--- src/rtl/core/radix_integer_parser_defines.svh ---
`ifndef RADIX_INTEGER_PARSER_DEFINES_SVH
`define RADIX_INTEGER_PARSER_DEFINES_SVH

// same-cycle implication, reset disables the check
`define RIP_ASSERT_NOW(label, clk, rst_n, ante, cons) \
    label: assert property (@(posedge clk) disable iff (!rst_n) (ante) |-> (cons)) \
        else $error("radix parser check failed");

// next-cycle implication, reset disables the check
`define RIP_ASSERT_NEXT(label, clk, rst_n, ante, cons) \
    label: assert property (@(posedge clk) disable iff (!rst_n) (ante) |=> (cons)) \
        else $error("radix parser check failed");

`endif

--- src/rtl/core/rip_pkg.sv ---
package rip_pkg;

    localparam int VALUE_W  = 64;
    localparam int RADIX_W  = 5;
    localparam int CHAR_W   = 8;
    localparam int DIGIT_W  = 4;
    localparam int STATUS_W = 2;
    localparam int COUNT_W  = 8;
    localparam int PROD_W   = VALUE_W + RADIX_W;
    localparam int SUM_W    = PROD_W + 1;

    localparam logic [STATUS_W-1:0] ST_OK       = 2'd0;
    localparam logic [STATUS_W-1:0] ST_OVERFLOW = 2'd1;
    localparam logic [STATUS_W-1:0] ST_NODIGITS = 2'd2;

    localparam logic CFG_MAX_VALUE = 1'b0;
    localparam logic CFG_RADIX     = 1'b1;

    localparam logic [VALUE_W-1:0] MAX_VALUE_RESET = '1;
    localparam logic [RADIX_W-1:0] RADIX_RESET     = 5'd10;
    localparam logic [RADIX_W-1:0] RADIX_MIN       = 5'd2;
    localparam logic [RADIX_W-1:0] RADIX_MAX       = 5'd16;
    localparam logic [COUNT_W-1:0] COUNT_SAT       = '1;

    typedef struct packed {
        logic [VALUE_W-1:0] max_value;
        logic [RADIX_W-1:0] radix;
    } t_cfg;

    typedef struct packed {
        logic               is_digit;
        logic [DIGIT_W-1:0] digit;
    } t_class;

    // ascii 0-9, A-F, a-f to digit value
    function automatic t_class char_to_digit(input logic [CHAR_W-1:0] ch);
        t_class c;
        c.is_digit = 1'b1;
        c.digit    = '0;
        case (ch) inside
            [8'h30:8'h39]: c.digit = DIGIT_W'(ch - 8'h30);
            [8'h41:8'h46]: c.digit = DIGIT_W'(ch - 8'h37);
            [8'h61:8'h66]: c.digit = DIGIT_W'(ch - 8'h57);
            default: begin
                c.is_digit = 1'b0;
            end
        endcase
        return c;
    endfunction

endpackage

--- src/rtl/core/radix_integer_parser.sv ---
// the request that ends a number passes the input register, then its result is registered in the result register
// throughput: one character per cycle, sustained while results are taken
// the input register and the result register are the two stages; the
// accumulator recurrence closes through a 64x5 multiply-add into the accumulator register
// reset: synchronous active low, clears the parse state and both stages,
// sets max_value to all ones and radix to 10
`include "radix_integer_parser_defines.svh"

module radix_integer_parser (
    input  logic                         i_clk,
    input  logic                         i_rst_n,
    input  logic                         i_cfg_we,
    input  logic                         i_cfg_index,
    input  logic [rip_pkg::VALUE_W-1:0]  i_cfg_data,
    input  logic                         i_in_valid,
    output logic                         o_in_ready,
    input  logic [rip_pkg::CHAR_W-1:0]   i_char_code,
    input  logic                         i_start_req,
    output logic                         o_out_valid,
    input  logic                         i_out_ready,
    output logic [rip_pkg::VALUE_W-1:0]  o_value,
    output logic [rip_pkg::STATUS_W-1:0] o_status,
    output logic [rip_pkg::COUNT_W-1:0]  o_digit_count
);

    logic                        r_in_valid;
    logic [rip_pkg::CHAR_W-1:0]  r_in_char;
    logic                        r_in_start;
    logic                        w_advance;
    logic                        w_fire;
    rip_pkg::t_cfg               w_cfg;
    rip_pkg::t_class             w_class;

    // the input stage moves on whenever the result register can take a result
    assign w_advance  = !o_out_valid || i_out_ready;
    assign w_fire     = r_in_valid && w_advance;
    assign o_in_ready = !r_in_valid || w_advance;

    always_ff @(posedge i_clk) begin
        if (!i_rst_n) begin
            r_in_valid <= 1'b0;
        end else if (o_in_ready) begin
            r_in_valid <= i_in_valid;
        end
    end

    always_ff @(posedge i_clk) begin
        if (i_in_valid && o_in_ready) begin
            r_in_char  <= i_char_code;
            r_in_start <= i_start_req;
        end
    end

    rip_cfg_regs u_cfg (
        .i_clk       (i_clk),
        .i_rst_n     (i_rst_n),
        .i_cfg_we    (i_cfg_we),
        .i_cfg_index (i_cfg_index),
        .i_cfg_data  (i_cfg_data),
        .o_cfg       (w_cfg)
    );

    rip_char_class u_class (
        .i_char  (r_in_char),
        .i_radix (w_cfg.radix),
        .o_class (w_class)
    );

    rip_accum u_accum (
        .i_clk         (i_clk),
        .i_rst_n       (i_rst_n),
        .i_fire        (w_fire),
        .i_start       (r_in_start),
        .i_class       (w_class),
        .i_cfg         (w_cfg),
        .i_out_ready   (i_out_ready),
        .o_out_valid   (o_out_valid),
        .o_value       (o_value),
        .o_status      (o_status),
        .o_digit_count (o_digit_count)
    );

    `RIP_ASSERT_NEXT(a_in_hold, i_clk, i_rst_n, r_in_valid && !w_advance, r_in_valid && $stable(r_in_char) && $stable(r_in_start))
    `RIP_ASSERT_NEXT(a_result_from_request, i_clk, i_rst_n, !o_out_valid && !r_in_valid, !o_out_valid)
    `RIP_ASSERT_NOW(a_error_zero, i_clk, i_rst_n, o_out_valid && (o_status != rip_pkg::ST_OK), (o_value == '0) && (o_status <= rip_pkg::ST_NODIGITS))

endmodule

--- src/rtl/core/rip_cfg_regs.sv ---
module rip_cfg_regs (
    input  logic                        i_clk,
    input  logic                        i_rst_n,
    input  logic                        i_cfg_we,
    input  logic                        i_cfg_index,
    input  logic [rip_pkg::VALUE_W-1:0] i_cfg_data,
    output rip_pkg::t_cfg               o_cfg
);

    logic [rip_pkg::VALUE_W-1:0] r_max_value;
    logic [rip_pkg::RADIX_W-1:0] r_radix;

    always_ff @(posedge i_clk) begin
        if (!i_rst_n) begin
            r_max_value <= rip_pkg::MAX_VALUE_RESET;
            r_radix     <= rip_pkg::RADIX_RESET;
        end else if (i_cfg_we) begin
            if (i_cfg_index == rip_pkg::CFG_MAX_VALUE) begin
                r_max_value <= i_cfg_data;
            end else begin
                r_radix <= i_cfg_data[rip_pkg::RADIX_W-1:0];
            end
        end
    end

    // clamp radix into 2..16
    always_comb begin
        o_cfg.max_value = r_max_value;
        if (r_radix < rip_pkg::RADIX_MIN) begin
            o_cfg.radix = rip_pkg::RADIX_MIN;
        end else if (r_radix > rip_pkg::RADIX_MAX) begin
            o_cfg.radix = rip_pkg::RADIX_MAX;
        end else begin
            o_cfg.radix = r_radix;
        end
    end

endmodule

--- src/rtl/core/rip_char_class.sv ---
module rip_char_class (
    input  logic [rip_pkg::CHAR_W-1:0]  i_char,
    input  logic [rip_pkg::RADIX_W-1:0] i_radix,
    output rip_pkg::t_class             o_class
);

    rip_pkg::t_class w_raw;

    always_comb begin
        w_raw            = rip_pkg::char_to_digit(i_char);
        o_class.digit    = w_raw.digit;
        o_class.is_digit = w_raw.is_digit
                           && (rip_pkg::RADIX_W'(w_raw.digit) < i_radix);
    end

endmodule

--- src/rtl/core/rip_accum.sv ---
module rip_accum (
    input  logic                         i_clk,
    input  logic                         i_rst_n,
    input  logic                         i_fire,
    input  logic                         i_start,
    input  rip_pkg::t_class              i_class,
    input  rip_pkg::t_cfg                i_cfg,
    input  logic                         i_out_ready,
    output logic                         o_out_valid,
    output logic [rip_pkg::VALUE_W-1:0]  o_value,
    output logic [rip_pkg::STATUS_W-1:0] o_status,
    output logic [rip_pkg::COUNT_W-1:0]  o_digit_count
);

    logic                         r_active;
    logic                         n_active;
    logic [rip_pkg::VALUE_W-1:0]  r_acc;
    logic [rip_pkg::VALUE_W-1:0]  n_acc;
    logic [rip_pkg::COUNT_W-1:0]  r_cnt;
    logic [rip_pkg::COUNT_W-1:0]  n_cnt;
    logic                         r_out_valid;
    logic [rip_pkg::VALUE_W-1:0]  r_value;
    logic [rip_pkg::STATUS_W-1:0] r_status;
    logic [rip_pkg::COUNT_W-1:0]  r_count;

    logic                         w_active;
    logic [rip_pkg::VALUE_W-1:0]  w_acc;
    logic [rip_pkg::COUNT_W-1:0]  w_cnt;
    logic [rip_pkg::PROD_W-1:0]   w_prod;
    logic [rip_pkg::SUM_W-1:0]    w_sum;
    logic                         w_ovf;
    logic                         w_emit;
    logic [rip_pkg::VALUE_W-1:0]  w_value;
    logic [rip_pkg::STATUS_W-1:0] w_status;

    always_comb begin
        w_active = i_start || r_active;
        w_acc    = i_start ? '0 : r_acc;
        w_cnt    = i_start ? '0 : r_cnt;
        // acc*radix + digit against max covers both overflow checks exactly
        w_prod   = rip_pkg::PROD_W'(w_acc) * rip_pkg::PROD_W'(i_cfg.radix);
        w_sum    = rip_pkg::SUM_W'(w_prod) + rip_pkg::SUM_W'(i_class.digit);
        w_ovf    = w_sum > rip_pkg::SUM_W'(i_cfg.max_value);

        n_active = r_active;
        n_acc    = r_acc;
        n_cnt    = r_cnt;
        w_emit   = 1'b0;
        w_value  = '0;
        w_status = rip_pkg::ST_OK;
        if (i_fire && w_active) begin
            n_acc = w_acc;
            n_cnt = w_cnt;
            if (!i_class.is_digit) begin
                w_emit   = 1'b1;
                n_active = 1'b0;
                if (w_cnt == '0) begin
                    w_status = rip_pkg::ST_NODIGITS;
                end else begin
                    w_value = w_acc;
                end
            end else if (w_ovf) begin
                w_emit   = 1'b1;
                n_active = 1'b0;
                w_status = rip_pkg::ST_OVERFLOW;
            end else begin
                n_active = 1'b1;
                n_acc    = w_sum[rip_pkg::VALUE_W-1:0];
                if (w_cnt != rip_pkg::COUNT_SAT) begin
                    n_cnt = w_cnt + 1'b1;
                end
            end
        end
    end

    always_ff @(posedge i_clk) begin
        if (!i_rst_n) begin
            r_active    <= 1'b0;
            r_acc       <= '0;
            r_cnt       <= '0;
            r_out_valid <= 1'b0;
        end else begin
            r_active <= n_active;
            r_acc    <= n_acc;
            r_cnt    <= n_cnt;
            if (w_emit) begin
                r_out_valid <= 1'b1;
            end else if (i_out_ready) begin
                r_out_valid <= 1'b0;
            end
        end
    end

    always_ff @(posedge i_clk) begin
        if (w_emit) begin
            r_value  <= w_value;
            r_status <= w_status;
            r_count  <= w_cnt;
        end
    end

    assign o_out_valid   = r_out_valid;
    assign o_value       = r_value;
    assign o_status      = r_status;
    assign o_digit_count = r_count;

endmodule

--- config.mk ---
export PLATFORM = sky130hd
export DESIGN_NAME = radix_integer_parser
export DESIGN_NICKNAME = d
export VERILOG_FILES = /design/src/rtl/core/rip_pkg.sv /design/src/rtl/core/radix_integer_parser.sv /design/src/rtl/core/rip_cfg_regs.sv /design/src/rtl/core/rip_char_class.sv /design/src/rtl/core/rip_accum.sv
export VERILOG_INCLUDE_DIRS = /design/src /design/src/rtl/core
export SDC_FILE = /design/constraint.sdc
export NUM_CORES = 1
export LEC_CHECK = 0
export BUFFER_PORTS_ARGS = -buffer_cell sky130_fd_sc_hd__buf_4
export CAP_MARGIN = 40
export CORE_MARGIN = 2
export CORE_UTILIZATION = 64
export CTS_BUF_LIST = sky130_fd_sc_hd__clkbuf_8
export CTS_CLUSTER_SIZE = 8
export DETAILED_ROUTE_END_ITERATION = 8
export HOLD_SLACK_MARGIN = 0.15
export PLACE_DENSITY_LB_ADDON = 0.08
export SYNTH_ARGS = -nofsm -noshare
export SYNTH_HDL_FRONTEND = slang
export SYNTH_SLANG_ARGS = --single-unit
--- constraint.sdc ---
create_clock -name i_clk -period 14.7 [get_ports i_clk]
set_input_delay 0.735 -clock i_clk [delete_from_list [all_inputs] [get_ports i_clk]]
set_output_delay 0.735 -clock i_clk [all_outputs]
set_load 0.1 [all_outputs]
* Word level (Yosys, flattened, before mapping) *
Index checks and enable logic that the tools add are counted.

operators by class
  equal/unequal tests = 1
  reductions and logical operators = 17
  muxes and demuxes = 25
  bitwise gates (word level) = 2
  multiply operators = 1
  $lt $le $gt $ge = 10
  add/sub/neg operators = 5

operator list
  operator             count
  $mux 64              3
  $add 69x4->70        1
  $gt 70x64->1         1
  $mul 64x5->69        1
  $mux 8               4
  $ge 8x7->1 const B   2
  $le 8x7->1 const B   2
  $mux 4               3
  $mux 1               11
  $mux 5               2
  $add 8x1->8 const B  1
  $ge 8x6->1 const B   1
  $le 8x6->1 const B   1
  $logic_not 8->1      1
  $ne 8x8->1 const B   1
  $sub 4x3->4 const B  2
  $logic_and 1x1->1    7
  $gt 5x5->1 const B   1
  $lt 4x5->1           1
  $lt 5x2->1 const B   1
  $mux 2               2
  $reduce_and 2->1     2
  $sub 4x1->4 const B  1
  $logic_or 1x1->1     3
  4 further kinds      6

storage, ports and cells
  logic and storage cells = 73
  bits of input ports = 79
  register bits = 227

* Depth between registers and ports, before layout *
  depth after elaboration = 11
  depth in mapped cells = 38
  mapped depth without buffers = 36

* By module *
A second synthesis with hierarchy kept.

unflattened totals
  cell total of the unflattened synthesis = 2,654
  area total of the unflattened synthesis = 23,034.6 um^2

by module, submodules not included
  module                seq. area each (um^2)  cells an instance  area each (um^2)  instances
  rip_accum             3,703.6                2,289              19,242.2          1
  rip_cfg_regs          1,381.3                315                3,204.3           1
  radix_integer_parser  290.3                  16                 345.3             1
  rip_char_class        0.0                    34                 242.7             1

* Worst setup path before layout *
Ideal clock, no wire load.

  path kind = flip-flop to flip-flop
  start point = register r_in_start
  end point = register u_accum.r_count (netlist bit u_accum.o_digit_count[0]), enable pin
  arrival time = 11,191 ps
  setup time = 532 ps
  path slack = 2,977 ps
  stages on the path, launching flop included = 33
  buffers on the path = 4
  cell sequence = edfxtp_1 -> clkbuf_1 -> clkbuf_1 -> nor2_1 -> clkbuf_1 -> and2_1 -> fa_1 -> fa_1 -> inv_1 -> fa_1 -> inv_1 -> ha_1 -> clkbuf_1 -> a211oi_1 -> nor2_1 -> or3b_2 -> a21boi_1 -> a311oi_1 -> nor3_1 -> o31a_1 -> o21ai_0 -> xor2_1 -> ha_1 -> nand4_1 -> nor4_2 -> nand3_1 -> or4_1 -> o21bai_1 -> a211oi_1 -> nor3_1 -> nand4_1 -> nor2_1 -> a21oi_1

between the ends
  longest elaborated chain between the ends = 7

ends and longest elaborated chain
  element                   line                        RTL
  start: declaration        radix_integer_parser.sv:28  logic r_in_start;
  start signal: assignment  radix_integer_parser.sv:50  r_in_start <= i_start_req;
  $mux 64                   rip_accum.sv:38             w_acc = i_start ? '0 : r_acc;
  $mul 64x5->69             rip_accum.sv:41             w_prod = rip_pkg::PROD_W'(w_acc) * rip_pkg::PROD_W'(i_cfg.radix);
  $add 69x4->70             rip_accum.sv:42             w_sum = rip_pkg::SUM_W'(w_prod) + rip_pkg::SUM_W'(i_class.digit);
  $gt 70x64->1              rip_accum.sv:43             w_ovf = w_sum > rip_pkg::SUM_W'(i_cfg.max_value);
  $mux 1                    rip_accum.sv:62             end else if (w_ovf) begin
  $mux 1                    rip_accum.sv:54             if (!i_class.is_digit) begin
  $mux 1 (*)                rip_accum.sv:51             if (i_fire && w_active) begin
  named net u_accum.w_emit  rip_accum.sv:32             logic w_emit;
  end signal: assignment    rip_accum.sv:98             r_count <= w_cnt;
  end: declaration          rip_accum.sv:24             logic [rip_pkg::COUNT_W-1:0] r_count;

The timed path passes the listed nets; every way through them passes the cells marked *.
A chain may end at the register's enable or synchronous reset.

* Worst setup path in the final report *
  start point = register u_cfg.r_radix[3] (netlist bit)
  end point = register u_accum.r_value (netlist bit u_accum.o_value[23]), enable pin

between the ends
  longest elaborated chain between the ends = 9

ends and longest elaborated chain
  element                   line                RTL
  start: declaration        rip_cfg_regs.sv:11  logic [rip_pkg::RADIX_W-1:0] r_radix;
  start signal: assignment  rip_cfg_regs.sv:16  r_radix <= rip_pkg::RADIX_RESET;
  start signal: assignment  rip_cfg_regs.sv:21  r_radix <= i_cfg_data[rip_pkg::RADIX_W-1:0];
  $gt 5x5->1                rip_cfg_regs.sv:31  end else if (r_radix > rip_pkg::RADIX_MAX) begin
  $mux 5                    rip_cfg_regs.sv:31
  $mux 5 (*)                rip_cfg_regs.sv:29  if (r_radix < rip_pkg::RADIX_MIN) begin
  $mul 64x5->69             rip_accum.sv:41
  $add 69x4->70             rip_accum.sv:42
  $gt 70x64->1              rip_accum.sv:43
  $mux 1                    rip_accum.sv:62
  $mux 1 (*)                rip_accum.sv:54
  $mux 1 (*)                rip_accum.sv:51
  named net u_accum.w_emit  rip_accum.sv:32
  end signal: assignment    rip_accum.sv:96     r_value <= w_value;
  end: declaration          rip_accum.sv:22     logic [rip_pkg::VALUE_W-1:0] r_value;

Marked as above.

==> impl_metrics.tcl <==
set metrics [dict create \
    grt_overflow 0 \
    drt_iter0_markers 1626 \
    skew_ps 27.5 \
    holdPathEnd "r_in_start$_DFFE_PP_" \
    hold_violations 0 \
    synth_cell_type_count 71 \
    via_per_inst 5.95 \
    syn_area_mm2 0.0220 \
    h-tree-depth 2 \
    post-route-util_pct 72.1 \
    status "complete, no violations" \
    die_h_um 189 \
    synth_warnings 0 \
    cp_data_required_time_ps 15020 \
    die_area_mm2 0.0359 \
    clkTransAtPathRegs_ps 60 \
    yosysTopAreaCellShare_pct 17.3 \
    grt_max_degree 71 \
    cts_buffer_depth 3 \
    grt_antenna_before_repair 1 \
    r2r-start "u_cfg.r_radix[3]$_SDFFE_PN1P_" \
    dr.pass1.iters 8 \
    power_switching_mw 0.403 \
    worst_pin_slew_ps 971 \
    cts_num_sinks 227 \
    p_per_area_mw_per_mm2 60.1 \
    slowest_stage "nor2_1" \
    antennaDiodeCount 0 \
    dpl.hpwl_mm 46.0 \
    fin_crit_sh_pct 71.3 \
    hold_path_depth 1 \
    wl_per_cell_um 19.0 \
    num_rows 67 \
    cts_root_buf "clkbuf_8" \
    grt_pass1_wl_mm 98.9 \
    fmax_mhz 95.5 \
    synth_seq_cells 227 \
    min_from "i_start_req" \
    cts_buffers 42 \
    core_area_mm2 0.0337 \
    irDropWorstVdd_v 0.0000963 \
    rsz0062_at_grt "false" \
    drc_errors 0 \
    relSlewSlack_pct 35.3 \
    grt_pass1_vias 19200 \
    layout.nets 3219 \
    p_int_mw 1.06 \
    crit_type "reg -> reg" \
    reg2reg_slack_ps 4230 \
    slew_violations 0 \
    post_cts_buffers 0 \
    wl_mm 61.2 \
    post_cts_resized 0 \
    rr_endpoint "u_accum.o_value[23]$_SDFFCE_PP0P_" \
    cp.arrival_ps 10800 \
    ys_seq_area_share_pct 24.4 \
    drive_gt1_share_pct 9.49 \
    tns_ps 0 \
    clock_latency_ps 640 \
    area_growth_pct 10.4 \
    period_needed_ps 10470 \
    dr_total_vias 19100 \
    synth_edf_count 83 \
    die_w_um 189 \
    ys_async_sr_fraction_pct 0 \
    p_leak_nw 11.8 \
    gp_congestion 0.923 \
    hold_buffers 0 \
    cap_violations 0 \
    swShare_pct 27.6 \
    combPwrFrac_pct 9.6 \
    grt_usage_pct 34.7 \
    syn_nets 3133 \
    seqPwrFrac_pct 46.0 \
    p_clk_share_pct 44.4 \
    start_util_pct 65.3 \
    avgSynthCellArea_um2 8.30 \
    io_buffers 154 \
    ios 155 \
    finalSetupViolCount 0 \
    path_max_fanout 47 \
    synthTopCellsByArea "fa_1 17%, dfxtp_1 13%, ha_1 12%" \
    crit_path_start_kind "flip-flop" \
    synthFlopType "dfxtp_1" \
    cts_tree "yes" \
    crit_path_end_kind "flip-flop" \
    postRouteAntennaNets 0 \
    hold_class "in -> reg" \
    max_stage_delay_ps 610 \
    synth_top_cell_by_area "fa_1" \
    rr_worst_depth 32 \
    synthCells 2651 \
]
layout by cell type, fill, tap and decap left out, drive strengths merged, types with 71 or more instances in the layout:
master  instances
edfxtp         83
o211ai         71
a21oi         176
buf           174
o21ai          71
nand2         287
dfxtp         144
nor2          354
inv           363
ha            213
nand2b         74
fa            190
metal layers:
metal  vias to the layer above  wire, um  global-route usage (%)
li1                       8955         -                       -
met1                      9245     26700                    47.3
met2                       807     28100                    55.8
met3                       127      4900                    7.08
met4                         0      1490                    10.8
met5                         -         0                       0
per-stage QoR:
stage | cell area, um^2 | setup slack, ps | total power [mW] | std cells | hold slack (ps)
after global routing | 24300 | 3740 | 1.51 | 3218 | 261
after detailed placement | 23400 | 4440 | 0.823 | 3141 | 475
after global placement | 23400 | 4560 | 0.818 | 3137 | 465
final | 24300 | 4230 | 1.46 | 3218 | 287
after CTS | 24300 | 4390 | 1.47 | 3218 | 249
after floorplan | 22000 | 2980 | 0.770 | 2651 | 433
worst max path at each step:
stage / end / startpoint / slack [ps] / cells after the start
after floorplan: u_accum.o_digit_count[0]$_DFFE_PP_ / r_in_start$_DFFE_PP_ / 2980 / 32
after global placement: u_accum.o_value[22]$_SDFFCE_PP0P_ / u_cfg.r_radix[2]$_SDFFE_PN0P_ / 4560 / 31
after detailed placement: u_accum.o_value[22]$_SDFFCE_PP0P_ / r_in_char[0]$_DFFE_PP_ / 4440 / 37
after CTS: u_accum.o_value[20]$_SDFFCE_PP0P_ / r_in_char[0]$_DFFE_PP_ / 4390 / 37
after global routing: u_accum.o_value[27]$_SDFFCE_PP0P_ / r_in_char[0]$_DFFE_PP_ / 3740 / 37
final: u_accum.o_value[23]$_SDFFCE_PP0P_ / u_cfg.r_radix[3]$_SDFFE_PN1P_ / 4230 / 32
cell families after synthesis:
family	after synthesis	synth area share, %
simple gates	1009	21.7
buf+inv	479	8.36
compound gates	460	13.1
fa+ha+maj	403	29.4
flops	227	24.4
xor+xnor	64	2.55
mux	9	0.410
Yosys cell counts, types with 6 or more instances:
| cell type | count |
|---|---|
| o2111ai_1 | 6 |
| and2_1 | 50 |
| mux2i_1 | 9 |
| dfxtp_1 | 144 |
| nand2b_1 | 74 |
| edfxtp_1 | 83 |
| nor2_1 | 354 |
| o21ai_0 | 69 |
| xnor2_1 | 39 |
| nand2_1 | 287 |
| ha_1 | 213 |
| and3_1 | 14 |
| clkbuf_1 | 109 |
| nand4_1 | 38 |
| and4_1 | 8 |
| a31oi_1 | 14 |
| nand3b_1 | 61 |
| buf_4 | 6 |
| a21o_1 | 26 |
| fa_1 | 190 |
| nor3_1 | 21 |
| buf_1 | 8 |
| xor2_1 | 25 |
| o211ai_1 | 71 |
| nand3_1 | 33 |
| nor2b_1 | 31 |
| nor4_1 | 7 |
| or2_2 | 11 |
| o21bai_1 | 13 |
| or3_1 | 6 |
| buf_2 | 8 |
| o21a_1 | 19 |
| a211oi_1 | 13 |
| a21oi_1 | 176 |
| inv_1 | 345 |
sequential cells by signal, summed over array words and instances (netlist names):
name / count
u_accum.o_value: 64
u_accum.r_acc: 64
u_cfg.r_max_value: 64
r_in_char: 8
u_accum.o_digit_count: 8
u_accum.r_cnt: 8
u_cfg.r_radix: 5
u_accum.o_status: 2
r_in_start: 1
r_in_valid: 1
u_accum.o_out_valid: 1
u_accum.r_active: 1
layout make-up:
cell class	count	area [um^2]
Clock inverter	33	249
Fill cell	2701	9410
Timing Repair Buffer	174	1360
Inverter	347	1300
Tap cell	448	561
Sequential cell	227	5380
Multi-Input combinational cell	1945	14800
Clock buffer	44	606
worst max-delay path, delay by kind of cell (launching register included):
kind | cells | cell delay, ps
flip-flops | 1 | 390
AND/OR/NAND/NOR | 12 | 3910
buffers and inverters | 6 | 1270
adder cells (fa/ha/maj) | 5 | 2230
XOR/XNOR | 1 | 190
AO/OA/AOI/OAI | 8 | 2040
power groups by stage:
stage / clock network [mW] / logic [mW] / registers [mW]
2_1_floorplan: 0 / 0.0662 / 0.704
3_3_place_gp: 0 / 0.132 / 0.685
3_5_place_dp: 0 / 0.137 / 0.686
4_1_cts: 0.659 / 0.138 / 0.673
5_1_grt: 0.683 / 0.150 / 0.674
6_report: 0.649 / 0.140 / 0.673
(Power assumes the default switching activity.)
